## src/sv/rar_pkg.sv

```systemverilog
// Shared types and command codes for the rational arithmetic reducer.
package rar_pkg;

   localparam logic [1:0] CMD_ADD = 2'd0;
   localparam logic [1:0] CMD_SUB = 2'd1;
   localparam logic [1:0] CMD_MUL = 2'd2;
   localparam logic [1:0] CMD_DIV = 2'd3;

   localparam int NUM_OUT_WIDTH = 33;
   localparam int DEN_OUT_WIDTH = 32;

   typedef struct packed {
      logic load;
      logic step;
   } div_ctl_type;

endpackage

```

## src/sv/rar_cell.sv

```systemverilog
// One bit slice of the shift-subtract divider row.
module rar_cell (
   input  logic                 clock,
   input  rar_pkg::div_ctl_type ctl,
   input  logic                 load_bit,
   input  logic                 r_lo,
   input  logic                 q_lo,
   input  logic                 d_bit,
   input  logic                 borrow_in,
   input  logic                 sub,
   output logic                 r_bit,
   output logic                 q_bit,
   output logic                 borrow_out
);

   logic r_ff;
   logic q_ff;
   logic r_in;

   // trial bit is the remainder bit shifted up from the neighbor below
   assign borrow_out = (~r_lo & d_bit) | (~(r_lo ^ d_bit) & borrow_in);
   assign r_in       = sub ? (r_lo ^ d_bit ^ borrow_in) : r_lo;

   always_ff @(posedge clock) begin
      if (ctl.load) begin
         r_ff <= 1'b0;
         q_ff <= load_bit;
      end else if (ctl.step) begin
         r_ff <= r_in;
         q_ff <= q_lo;
      end
   end

   assign r_bit = r_ff;
   assign q_bit = q_ff;

endmodule

```

## src/sv/rar_div_row.sv

```systemverilog
// Row of divider cells: restoring division, one quotient bit per step.
module rar_div_row #(
   parameter int WIDTH = 32
) (
   input  logic                 clock,
   input  rar_pkg::div_ctl_type ctl,
   input  logic [WIDTH-1:0]     dividend,
   input  logic [WIDTH-1:0]     divisor,
   output logic [WIDTH-1:0]     quotient
);

   logic [WIDTH-1:0] r;
   logic [WIDTH-1:0] q;
   logic [WIDTH:0]   bw;
   logic             sub;

   assign bw[0] = 1'b0;
   // top remainder bit shifted out means the trial value exceeds any divisor
   assign sub   = r[WIDTH-1] | ~bw[WIDTH];

   for (genvar i = 0; i < WIDTH; i++) begin : g_cell
      logic r_lo;
      logic q_lo;
      if (i == 0) begin : g_first
         assign r_lo = q[WIDTH-1];
         assign q_lo = sub;
      end else begin : g_rest
         assign r_lo = r[i-1];
         assign q_lo = q[i-1];
      end
      rar_cell u_cell (
         .clock      (clock),
         .ctl        (ctl),
         .load_bit   (dividend[i]),
         .r_lo       (r_lo),
         .q_lo       (q_lo),
         .d_bit      (divisor[i]),
         .borrow_in  (bw[i]),
         .sub        (sub),
         .r_bit      (r[i]),
         .q_bit      (q[i]),
         .borrow_out (bw[i+1])
      );
   end

   assign quotient = q;

endmodule

```

## src/sv/rational_arith_reduce.sv

```systemverilog
// Top level: exact add/sub/mul/div of two fractions, reduced to lowest terms.
//
// Input stream req_*: one item per operation (command and two fractions).
// Result stream rsp_*: one item per input item, in order: reduced numerator
// carrying the sign, positive denominator, and a zero-divide flag in tuser.
// A zero denominator or division by a zero fraction flags the error and
// returns 0/1; a zero result returns 0/1 without the flag.
// One item is worked at a time. It registers the operands, then forms the
// products, then the sum, then runs the binary GCD loop (one step a cycle),
// then steps the divider cell rows, then loads the output register. The
// worst case is set by the GCD loop and the divider rows; special cases
// skip both and go straight to the output register.
// The result register parts the two sides: the next item is accepted while
// a result waits; a stalled receiver holds the result and, once the next
// result is ready, the block stops accepting until the receiver takes one.
// Synchronous reset empties the pipeline and drops any waiting result.
module rational_arith_reduce #(
   parameter int OPERAND_WIDTH = 16
) (
   input  logic                                  clock,
   input  logic                                  reset,
   input  logic                                  req_tvalid,
   output logic                                  req_tready,
   // command, a_num, a_den, b_num, b_den from bit 0 up, zero padded
   input  logic [8*((2+4*OPERAND_WIDTH+7)/8)-1:0] req_tdata,
   output logic                                  rsp_tvalid,
   input  logic                                  rsp_tready,
   // result_num, result_den from bit 0 up, zero padded
   output logic [71:0]                           rsp_tdata,
   // zero_divide
   output logic                                  rsp_tuser
);

   localparam int W  = OPERAND_WIDTH;
   localparam int MW = 2 * OPERAND_WIDTH;
   localparam int KW = $clog2(MW);
   localparam int CW = $clog2(MW + 1);
   localparam int NW = rar_pkg::NUM_OUT_WIDTH;
   localparam int DW = rar_pkg::DEN_OUT_WIDTH;

   typedef enum logic [2:0] {
      ST_IDLE, ST_MUL, ST_SUM, ST_GCD, ST_DIV, ST_FIN
   } state_type;

   function automatic logic [OPERAND_WIDTH-1:0] mag_of(input logic [OPERAND_WIDTH-1:0] v);
      return v[OPERAND_WIDTH-1] ? (~v + 1'b1) : v;
   endfunction

   state_type      state_ff, state_in;
   logic [1:0]     cmd_ff, cmd_in;
   logic [W-1:0]   an_ff, ad_ff, bn_ff, bd_ff;
   logic [W-1:0]   an_in, ad_in, bn_in, bd_in;
   logic           ans_ff, ads_ff, bns_ff, bds_ff;
   logic           ans_in, ads_in, bns_in, bds_in;
   logic           err_ff, err_in;
   logic [MW-1:0]  pa_ff, pb_ff, pc_ff, pa_in, pb_in, pc_in;
   logic           sa_ff, sb_ff, sc_ff, sa_in, sb_in, sc_in;
   logic           special_ff, special_in;
   logic           neg_ff, neg_in;
   logic [MW-1:0]  nm_ff, dm_ff, nm_in, dm_in;
   logic [MW-1:0]  u_ff, v_ff, u_in, v_in;
   logic [KW-1:0]  k_ff, k_in;
   logic [MW-1:0]  g_ff, g_in;
   logic [CW-1:0]  cnt_ff, cnt_in;
   logic           rsp_valid_ff, rsp_valid_in;
   logic [NW-1:0]  rnum_ff, rnum_in;
   logic [DW-1:0]  rden_ff, rden_in;
   logic           rerr_ff, rerr_in;

   rar_pkg::div_ctl_type ctl;
   logic [MW-1:0]  qn, qd;
   logic [64:0]    n_wide, d_wide;
   logic [NW-1:0]  num_mag;
   logic           req_fire;
   logic           gcd_done;
   logic [W-1:0]   in_an, in_ad, in_bn, in_bd;
   logic [W-1:0]   mul_rhs;
   logic           mul_rhs_s;
   logic           t2_s;

   assign in_an = req_tdata[2 +: W];
   assign in_ad = req_tdata[2 + W +: W];
   assign in_bn = req_tdata[2 + 2*W +: W];
   assign in_bd = req_tdata[2 + 3*W +: W];

   assign req_tready = (state_ff == ST_IDLE);
   assign req_fire   = req_tvalid & req_tready;
   assign gcd_done   = (state_ff == ST_GCD) && (u_ff == v_ff);

   assign ctl.load = gcd_done;
   assign ctl.step = (state_ff == ST_DIV);

   assign mul_rhs   = (cmd_ff == rar_pkg::CMD_MUL) ? bn_ff : bd_ff;
   assign mul_rhs_s = (cmd_ff == rar_pkg::CMD_MUL) ? bns_ff : bds_ff;
   assign t2_s      = sb_ff ^ (cmd_ff == rar_pkg::CMD_SUB);

   assign n_wide  = 65'(qn);
   assign d_wide  = 65'(qd);
   assign num_mag = n_wide[NW-1:0];

   always_comb begin
      state_in     = state_ff;
      cmd_in       = cmd_ff;
      an_in = an_ff; ad_in = ad_ff; bn_in = bn_ff; bd_in = bd_ff;
      ans_in = ans_ff; ads_in = ads_ff; bns_in = bns_ff; bds_in = bds_ff;
      err_in       = err_ff;
      pa_in = pa_ff; pb_in = pb_ff; pc_in = pc_ff;
      sa_in = sa_ff; sb_in = sb_ff; sc_in = sc_ff;
      special_in   = special_ff;
      neg_in       = neg_ff;
      nm_in = nm_ff; dm_in = dm_ff;
      u_in = u_ff; v_in = v_ff; k_in = k_ff; g_in = g_ff;
      cnt_in       = cnt_ff;
      rsp_valid_in = rsp_valid_ff & ~rsp_tready;
      rnum_in = rnum_ff; rden_in = rden_ff; rerr_in = rerr_ff;

      unique case (state_ff)
         ST_IDLE: begin
            if (req_fire) begin
               cmd_in = req_tdata[1:0];
               an_in  = mag_of(in_an);  ans_in = in_an[W-1];
               ad_in  = mag_of(in_ad);  ads_in = in_ad[W-1];
               bn_in  = mag_of(in_bn);  bns_in = in_bn[W-1];
               bd_in  = mag_of(in_bd);  bds_in = in_bd[W-1];
               err_in = (in_ad == '0) || (in_bd == '0) ||
                        ((req_tdata[1:0] == rar_pkg::CMD_DIV) && (in_bn == '0));
               state_in = ST_MUL;
            end
         end
         ST_MUL: begin
            pa_in = MW'(an_ff) * MW'(mul_rhs);
            pb_in = MW'(ad_ff) * MW'(bn_ff);
            pc_in = MW'(ad_ff) * MW'(bd_ff);
            sa_in = ans_ff ^ mul_rhs_s;
            sb_in = ads_ff ^ bns_ff;
            sc_in = ads_ff ^ bds_ff;
            state_in = ST_SUM;
         end
         ST_SUM: begin
            case (cmd_ff)
               rar_pkg::CMD_MUL: begin
                  nm_in = pa_ff; dm_in = pc_ff; neg_in = sa_ff ^ sc_ff;
               end
               rar_pkg::CMD_DIV: begin
                  nm_in = pa_ff; dm_in = pb_ff; neg_in = sa_ff ^ sb_ff;
               end
               default: begin
                  dm_in = pc_ff;
                  if (sa_ff == t2_s) begin
                     nm_in = pa_ff + pb_ff; neg_in = sa_ff ^ sc_ff;
                  end else if (pa_ff >= pb_ff) begin
                     nm_in = pa_ff - pb_ff; neg_in = sa_ff ^ sc_ff;
                  end else begin
                     nm_in = pb_ff - pa_ff; neg_in = t2_s ^ sc_ff;
                  end
               end
            endcase
            u_in = nm_in;
            v_in = dm_in;
            k_in = '0;
            special_in = err_ff || (nm_in == '0);
            state_in = special_in ? ST_FIN : ST_GCD;
         end
         ST_GCD: begin
            if (gcd_done) begin
               g_in     = u_ff << k_ff;
               cnt_in   = '0;
               state_in = ST_DIV;
            end else if (!u_ff[0] && !v_ff[0]) begin
               u_in = u_ff >> 1;
               v_in = v_ff >> 1;
               k_in = k_ff + 1'b1;
            end else if (!u_ff[0]) begin
               u_in = u_ff >> 1;
            end else if (!v_ff[0]) begin
               v_in = v_ff >> 1;
            end else if (u_ff > v_ff) begin
               u_in = (u_ff - v_ff) >> 1;
            end else begin
               v_in = (v_ff - u_ff) >> 1;
            end
         end
         ST_DIV: begin
            cnt_in = cnt_ff + 1'b1;
            if (cnt_ff == CW'(MW - 1)) begin
               state_in = ST_FIN;
            end
         end
         ST_FIN: begin
            // hold until the output register is free
            if (!rsp_valid_ff || rsp_tready) begin
               rsp_valid_in = 1'b1;
               if (special_ff) begin
                  rnum_in = '0;
                  rden_in = DW'(1);
                  rerr_in = err_ff;
               end else begin
                  rnum_in = neg_ff ? (NW'(0) - num_mag) : num_mag;
                  rden_in = d_wide[DW-1:0];
                  rerr_in = 1'b0;
               end
               state_in = ST_IDLE;
            end
         end
         default: state_in = ST_IDLE;
      endcase
   end

   always_ff @(posedge clock) begin
      if (reset) begin
         state_ff     <= ST_IDLE;
         rsp_valid_ff <= 1'b0;
      end else begin
         state_ff     <= state_in;
         rsp_valid_ff <= rsp_valid_in;
      end
      cmd_ff <= cmd_in;
      an_ff <= an_in; ad_ff <= ad_in; bn_ff <= bn_in; bd_ff <= bd_in;
      ans_ff <= ans_in; ads_ff <= ads_in; bns_ff <= bns_in; bds_ff <= bds_in;
      err_ff <= err_in;
      pa_ff <= pa_in; pb_ff <= pb_in; pc_ff <= pc_in;
      sa_ff <= sa_in; sb_ff <= sb_in; sc_ff <= sc_in;
      special_ff <= special_in;
      neg_ff <= neg_in;
      nm_ff <= nm_in; dm_ff <= dm_in;
      u_ff <= u_in; v_ff <= v_in; k_ff <= k_in; g_ff <= g_in;
      cnt_ff <= cnt_in;
      rnum_ff <= rnum_in; rden_ff <= rden_in; rerr_ff <= rerr_in;
   end

   rar_div_row #(.WIDTH(MW)) u_row_num (
      .clock    (clock),
      .ctl      (ctl),
      .dividend (nm_ff),
      .divisor  (g_ff),
      .quotient (qn)
   );

   rar_div_row #(.WIDTH(MW)) u_row_den (
      .clock    (clock),
      .ctl      (ctl),
      .dividend (dm_ff),
      .divisor  (g_ff),
      .quotient (qd)
   );

   assign rsp_tvalid = rsp_valid_ff;
   assign rsp_tdata  = {7'b0, rden_ff, rnum_ff};
   assign rsp_tuser  = rerr_ff;

   a_err_is_zero_one: assert property (@(posedge clock) disable iff (reset)
      rsp_tvalid && rsp_tuser |-> (rsp_tdata[NW-1:0] == '0) && (rsp_tdata[NW +: DW] == DW'(1)))
      else $error("flagged result is not 0/1");

   a_den_positive: assert property (@(posedge clock) disable iff (reset)
      rsp_tvalid |-> rsp_tdata[NW +: DW] != '0)
      else $error("zero denominator delivered");

   a_gcd_nonzero: assert property (@(posedge clock) disable iff (reset)
      state_ff == ST_GCD |-> (u_ff != '0) && (v_ff != '0))
      else $error("gcd operand reached zero");

   a_accept_leaves_idle: assert property (@(posedge clock) disable iff (reset)
      req_fire |=> state_ff == ST_MUL)
      else $error("accepted item not started");

endmodule

```

## config.mk

```make
export PLATFORM = sky130hd
export DESIGN_NAME = rational_arith_reduce
export DESIGN_NICKNAME = d
export VERILOG_FILES = /design/src/sv/rar_pkg.sv /design/src/sv/rar_cell.sv /design/src/sv/rar_div_row.sv /design/src/sv/rational_arith_reduce.sv
export SDC_FILE = /design/constraint.sdc
export NUM_CORES = 2
export LEC_CHECK = 0
export BUFFER_PORTS_ARGS = -buffer_cell sky130_fd_sc_hd__buf_2
export CORE_ASPECT_RATIO = 0.7
export CORE_UTILIZATION = 47
export CTS_BUF_LIST = sky130_fd_sc_hd__clkbuf_4 sky130_fd_sc_hd__clkbuf_8 sky130_fd_sc_hd__clkbuf_16
export DETAILED_ROUTE_END_ITERATION = 8
export SYNTH_ARGS = -nofsm -noshare
export SYNTH_HDL_FRONTEND = slang
export SYNTH_SLANG_ARGS = --single-unit
```

## constraint.sdc

```tcl
create_clock -name clock -period 18.6 [get_ports clock]
set_clock_uncertainty 0.2 [all_clocks]
set_input_delay 1.86 -clock clock [delete_from_list [all_inputs] [get_ports clock]]
set_output_delay 1.86 -clock clock [all_outputs]
set_load 0.01 [all_outputs]
```

# Yosys cells after proc, flatten, opt, wreduce, memory -nomap -nowiden
# Cells that the tools add are included.
word_totals:
  wordCells: 926
  regBits: 541
classes:
  mux: 232
  shifts: 1
  n_lt_le_gt_ge: 2
  addsub: 12
  mul: 3
  reduce_logical: 30
  bitwise_logic: 459
  eq_ne: 22
ops:
  columns: ["op", "count"]
  rows:
  - ["$mux 32", 16]
  - ["$mux 1", 197]
  - ["$xor 1x1->1", 133]
  - ["$not 1->1", 130]
  - ["$and 1x1->1", 128]
  - ["$pmux 32 s2", 2]
  - ["$sub 32x32->32", 4]
  - ["$mul 16x16->32", 3]
  - ["$add 16x1->16 const B", 4]
  - ["$not 16->16", 4]
  - ["$or 1x1->1", 64]
  - ["$mux 15", 4]
  - ["$logic_not 16->1", 3]
  - ["$sub 1x32->33 const A", 1]
  - ["$add 32x32->32", 1]
  - ["$eq 32x32->1", 1]
  - ["$ge 32x32->1", 1]
  - ["$gt 32x32->1", 1]
  - ["$logic_not 32->1", 1]
  - ["$shl 32x5->32", 1]
  - ["$pmux 3 s6", 1]
  - ["$mux 16", 1]
  - ["$mux 3", 5]
  - ["$pmux 6 s2", 1]
  - ["28 further kinds", 54]

# Depth between registers and ports, before layout
logic_depth:
  word_depth: 68
  depth_mapped: 41

# Hierarchy
# A second synthesis with hierarchy kept.
unflattened:
  cells_unflattened: 6532
  area_unflattened_um2: 61372.6
modules_own_cells:
  columns: ["mod", "seq_area_each_um2", "cells_per_inst", "instances", "area_each_um2"]
  rows:
  - ["rational_arith_reduce", 12361.9, 5760, 1, 52864.5]
  - ["rar_cell", 50.0, 11, 64, 125.1]
  - ["rar_div_row", 0.0, 34, 2, 250.2]

# Worst setup path before layout
# No wires, ideal clock.
synth_timing:
  path_kind: "reg2reg"
  startpoint: "register u_row_num.g_cell[31].u_cell.q_ff"
  endpoint: "register u_row_num.g_cell[10].u_cell.r_ff"
  required_ns: 18.272
  setup_time_ns: 0.128
  setup_slack_ns: 5.352
  t_arrival_ns: 12.919
  stages_incl_launch_ff: 41
  synth_period_minus_slack_ns: 13.248
  path_buffers: 2
  path_cell_list: "edfxtp_1 inv_1 ha_1 inv_1 fa_1 inv_1 fa_1 fa_1 fa_1 fa_1 fa_1 fa_1 fa_1 fa_1 fa_1 fa_1 fa_1 fa_1 [5 not listed] fa_1 fa_1 fa_1 fa_1 fa_1 fa_1 fa_1 fa_1 fa_1 fa_1 fa_1 fa_1 fa_1 nor2b_1 clkbuf_1 clkbuf_1 a21oi_1 o21ai_0"
synth_between:
  elab_chain_len: 67
  elab_cells_between_ends: 68
  cone_classes: "1 x mux; 67 x bitwise"
synth_rtl:
  columns: ["item", "line_no", "rtl"]
  rows:
  - ["start: declaration", "rar_cell.sv:17", "logic q_ff;"]
  - ["start signal: assignment", "rar_cell.sv:27", "q_ff <= load_bit;"]
  - ["start signal: assignment", "rar_cell.sv:30", "q_ff <= q_lo;"]
  - ["$not 1->1 (*)", "rar_cell.sv:21", "assign borrow_out = (~r_lo & d_bit) | (~(r_lo ^ d_bit) & borrow_in);"]
  - ["$and 1x1->1 (*) (2 in series)", "rar_cell.sv:21", null]
  - ["$or 1x1->1 (*)", "rar_cell.sv:21", null]
  - ["$and 1x1->1 (*)", "rar_cell.sv:21", null]
  - ["$or 1x1->1 (*)", "rar_cell.sv:21", null]
  - ["$and 1x1->1 (*)", "rar_cell.sv:21", null]
  - ["$or 1x1->1 (*)", "rar_cell.sv:21", null]
  - ["$and 1x1->1 (*)", "rar_cell.sv:21", null]
  - ["[50 not listed]", null, null]
  - ["$or 1x1->1", "rar_cell.sv:21", null]
  - ["$and 1x1->1", "rar_cell.sv:21", null]
  - ["$or 1x1->1", "rar_cell.sv:21", null]
  - ["$and 1x1->1", "rar_cell.sv:21", null]
  - ["$or 1x1->1", "rar_cell.sv:21", null]
  - ["$not 1->1", "rar_div_row.sv:19", "assign sub = r[WIDTH-1] | ~bw[WIDTH];"]
  - ["$or 1x1->1", "rar_div_row.sv:19", null]
  - ["$mux 1 (*)", "rar_cell.sv:22", "assign r_in = sub ? (r_lo ^ d_bit ^ borrow_in) : r_lo;"]
  - ["end signal: assignment", "rar_cell.sv:29", "r_ff <= r_in;"]
  - ["end: declaration", "rar_cell.sv:16", "logic r_ff;"]
# Every way passes the cells marked *; elsewhere a longest branch is shown, timed or not.
# A chain may end at the register's enable or synchronous reset.

# Worst setup path in the final report
layout_timing:
  startpoint: "register u_row_num.g_cell[31].u_cell.q_ff"
  endpoint: "register u_row_num.g_cell[4].u_cell.r_ff"
layout_between:
  elab_chain_len: 67
  elab_cells_between_ends: 68
  cone_classes: "1 x mux; 67 x bitwise"
layout_rtl:
  columns: ["item", "line_no"]
  rows:
  - ["$not 1->1 (*)", "rar_cell.sv:21"]
  - ["$and 1x1->1 (*) (2 in series)", "rar_cell.sv:21"]
  - ["$or 1x1->1 (*)", "rar_cell.sv:21"]
  - ["$and 1x1->1 (*)", "rar_cell.sv:21"]
  - ["$or 1x1->1 (*)", "rar_cell.sv:21"]
  - ["$and 1x1->1 (*)", "rar_cell.sv:21"]
  - ["$or 1x1->1 (*)", "rar_cell.sv:21"]
  - ["$and 1x1->1", "rar_cell.sv:21"]
  - ["[50 not listed]", null]
  - ["$or 1x1->1", "rar_cell.sv:21"]
  - ["$and 1x1->1", "rar_cell.sv:21"]
  - ["$or 1x1->1", "rar_cell.sv:21"]
  - ["$and 1x1->1", "rar_cell.sv:21"]
  - ["$or 1x1->1", "rar_cell.sv:21"]
  - ["$not 1->1", "rar_div_row.sv:19"]
  - ["$or 1x1->1", "rar_div_row.sv:19"]
  - ["$mux 1 (*)", "rar_cell.sv:22"]
  - ["end signal: assignment", "rar_cell.sv:29"]
  - ["end: declaration", "rar_cell.sv:16"]
# Marked as above.

==> flow_summary.yaml <==
layout:
  final_cell_mix: "951 x inv_1, 942 x nand2_1, 649 x fa_1, 479 x ha_1, 473 x edfxtp_1"
  largest_register_ffs: 33
  largest-register: "rnum_ff"
  drive_above_1_share: 0.0643
  final_common_cell: "inv_1"
  nets: 7660
  area_growth_pct: 7.00
  multiInputGateArea_um2: 39100
  fillers: 11700
  regArea_um2: 15600
logic_synthesis:
  ys_seq_area_frac: 0.262
  synthCells: 6504
  async_flop_share: 0
  yosysUniqueCellTypes: 87
  ys_warn_count: 0
  netlist_area_um2: 59500
  synth-edff-count: 473
  postSynthRegisterBits: 541
  synth_flop_cell: "edfxtp_1"
  synth.avg_cell_area_um2: 9.15
die:
  rows: 108
  num_io_pins: 151
  dieArea_um2: 128000
  core_um2: 125000
  initial_core_util: 0.477
  fp.dieH_um: 300
  die_w_um: 427
setup_path:
  cp-startpoint: "u_row_num.g_cell[31].u_cell.q_bit$_DFFE_PP_"
  reg2reg_from: "u_row_num.g_cell[31].u_cell.q_bit$_DFFE_PP_"
  max_stage_delay_ns: 0.46
  end_kind: "register"
  crit_type: "reg2reg"
  worstSetupStartpointType: "register"
  cp_max_fo: 63
  crit_required_ns: 18.99
  critical_path_arrival_ns: 14.27
  cp_slowest_cell: "edfxtp_1"
  path_buf_inv: 4
  crit_top_cell: "fa_1"
  crit_family: "adder cells"
placed_design:
  post-place-ws_ns: 4.62
  place.port_buffers: 137
  dpl.hpwl_mm: 137
  gp_congestion: 0.968
sta:
  fmax_mhz: 72.0
  max_slew.worst_pin.slew_ns: 1.27
  relSlewSlack: 0.142
  min_period_over_period: 0.746
  setup_ws_ns: 4.72
  hold_viol: 0
  tns_ns: 0
  drv_slew: 0
  rsz0062_at_grt: "no"
  setup_violations: 0
  fin_crit_ns: 13.88
grt:
  overflow: 0
  grt_pass1_vias: 45100
  grt_pass1_wl_mm: 272
  grt_antenna_before_repair: 9
  grt_use_total: 0.278
  grt_start_max_net_pins: 92
clock_tree:
  hold_buffers: 0
  cts_made_buffers: 58
  cts_tree: "yes"
  cts_setup_buffers: 0
  cts_root_buf: "clkbuf_16"
  clock_latency_ns: 0.68
  cts_resized: 0
  cts_buffer_depth: 3
  cts_sinks: 541
  htreeDepth: 2
  cts.clk_slew.worst_paths_ns: 0.06
job:
  cap_violations: 0
route:
  drtIter0Drc: 4515
  viasPerCell: 5.64
  wl_per_cell_um: 21.6
  vias: 46100
  route.detailed.drc: 0
  drt-total-wl_mm: 176
  firstDrtPassIters: 8
  postRouteAntennaNets: 0
status:
  status: "complete, no violations"
worst_hold_path:
  min_from: "u_row_den.g_cell[29].u_cell.r_bit$_SDFFE_PP0P_"
  worstHoldPathType: "reg2reg"
## path summary, 6_finish.rpt
kind                                                          to  slack (ns)  cells after the start
setup / recovery   u_row_num.g_cell[4].u_cell.r_bit$_SDFFE_PP0P_        4.72                     40
hold / removal    u_row_den.g_cell[29].u_cell.r_bit$_SDFFE_PP0P_        0.29                      2
setup reg to reg   u_row_num.g_cell[4].u_cell.r_bit$_SDFFE_PP0P_        4.72                     40
hold reg to reg   u_row_den.g_cell[29].u_cell.r_bit$_SDFFE_PP0P_        0.29                      2
## cell usage after synthesis, types with 53 or more instances
cell	number	area (µm²)
a21o_1	87	653
a21oi_1	346	1730
and2_1	256	1600
clkbuf_1	303	1140
dfxtp_1	68	1360
edfxtp_1	473	14200
fa_1	649	13000
ha_1	479	5990
inv_1	951	3570
mux2i_1	53	531
nand2_1	945	3550
nand2b_1	54	338
nand3_1	125	626
nor2_1	356	1340
nor2b_1	105	657
nor3_1	70	350
o21ai_0	257	1290
xnor2_1	165	1450
xor2_1	66	578
## kinds of logic (layout without fill, tap and decap cells)
kind of cell / after synthesis / after routing / share of synthesized area
AOI/OAI and AO/OA: 1125 / 1125 / 0.121
xor gates and xnor gates: 231 / 231 / 0.0340
adders and majority gates: 1128 / 1128 / 0.319
buffers and inverters: 1297 / 1291 / 0.0827
DFF: 541 / 541 / 0.262
muxes: 91 / 91 / 0.0184
other: 1 / 14 / 0.0000630
and+or+nand+nor: 2090 / 2090 / 0.163
## cell type report
cell class,count,area share
tap,1650,0.0324
sequential,541,0.245
clock buffer,70,0.0245
timing repair buffer,229,0.0216
inverter,954,0.0563
antenna,7,0.000275
multi-input combinational,4672,0.614
clock inverter,38,0.00602
## per-stage QoR
step           cell area, µm²  hold slack (ns)   util  cells
6_report                63600            0.291  0.510   8161
3_3_place_gp            61700            0.276  0.495   8046
2_1_floorplan           59500            0.226      -   6510
3_5_place_dp            61700            0.282  0.495   8046
4_1_cts                 63600            0.294  0.510   8154
5_1_grt                 63600            0.313  0.510   8156
## layer usage
metal,wire length (µm),global-route usage,vias up
met5,167,0.00926,-
met4,4570,0.0709,2
met3,18500,0.0786,215
met2,70700,0.387,1941
met1,82000,0.418,22600
li1,-,-,21300
## tightest hold or removal path, stage by stage (launching register included)
cell and delay (ns):
dfxtp_1 0.32, nand3_1 0.06, o21ai_0 0.06
Power is left out: the tool's default activity adds up to more than one toggle a clock period on the data nets, which glitch-free logic cannot reach.
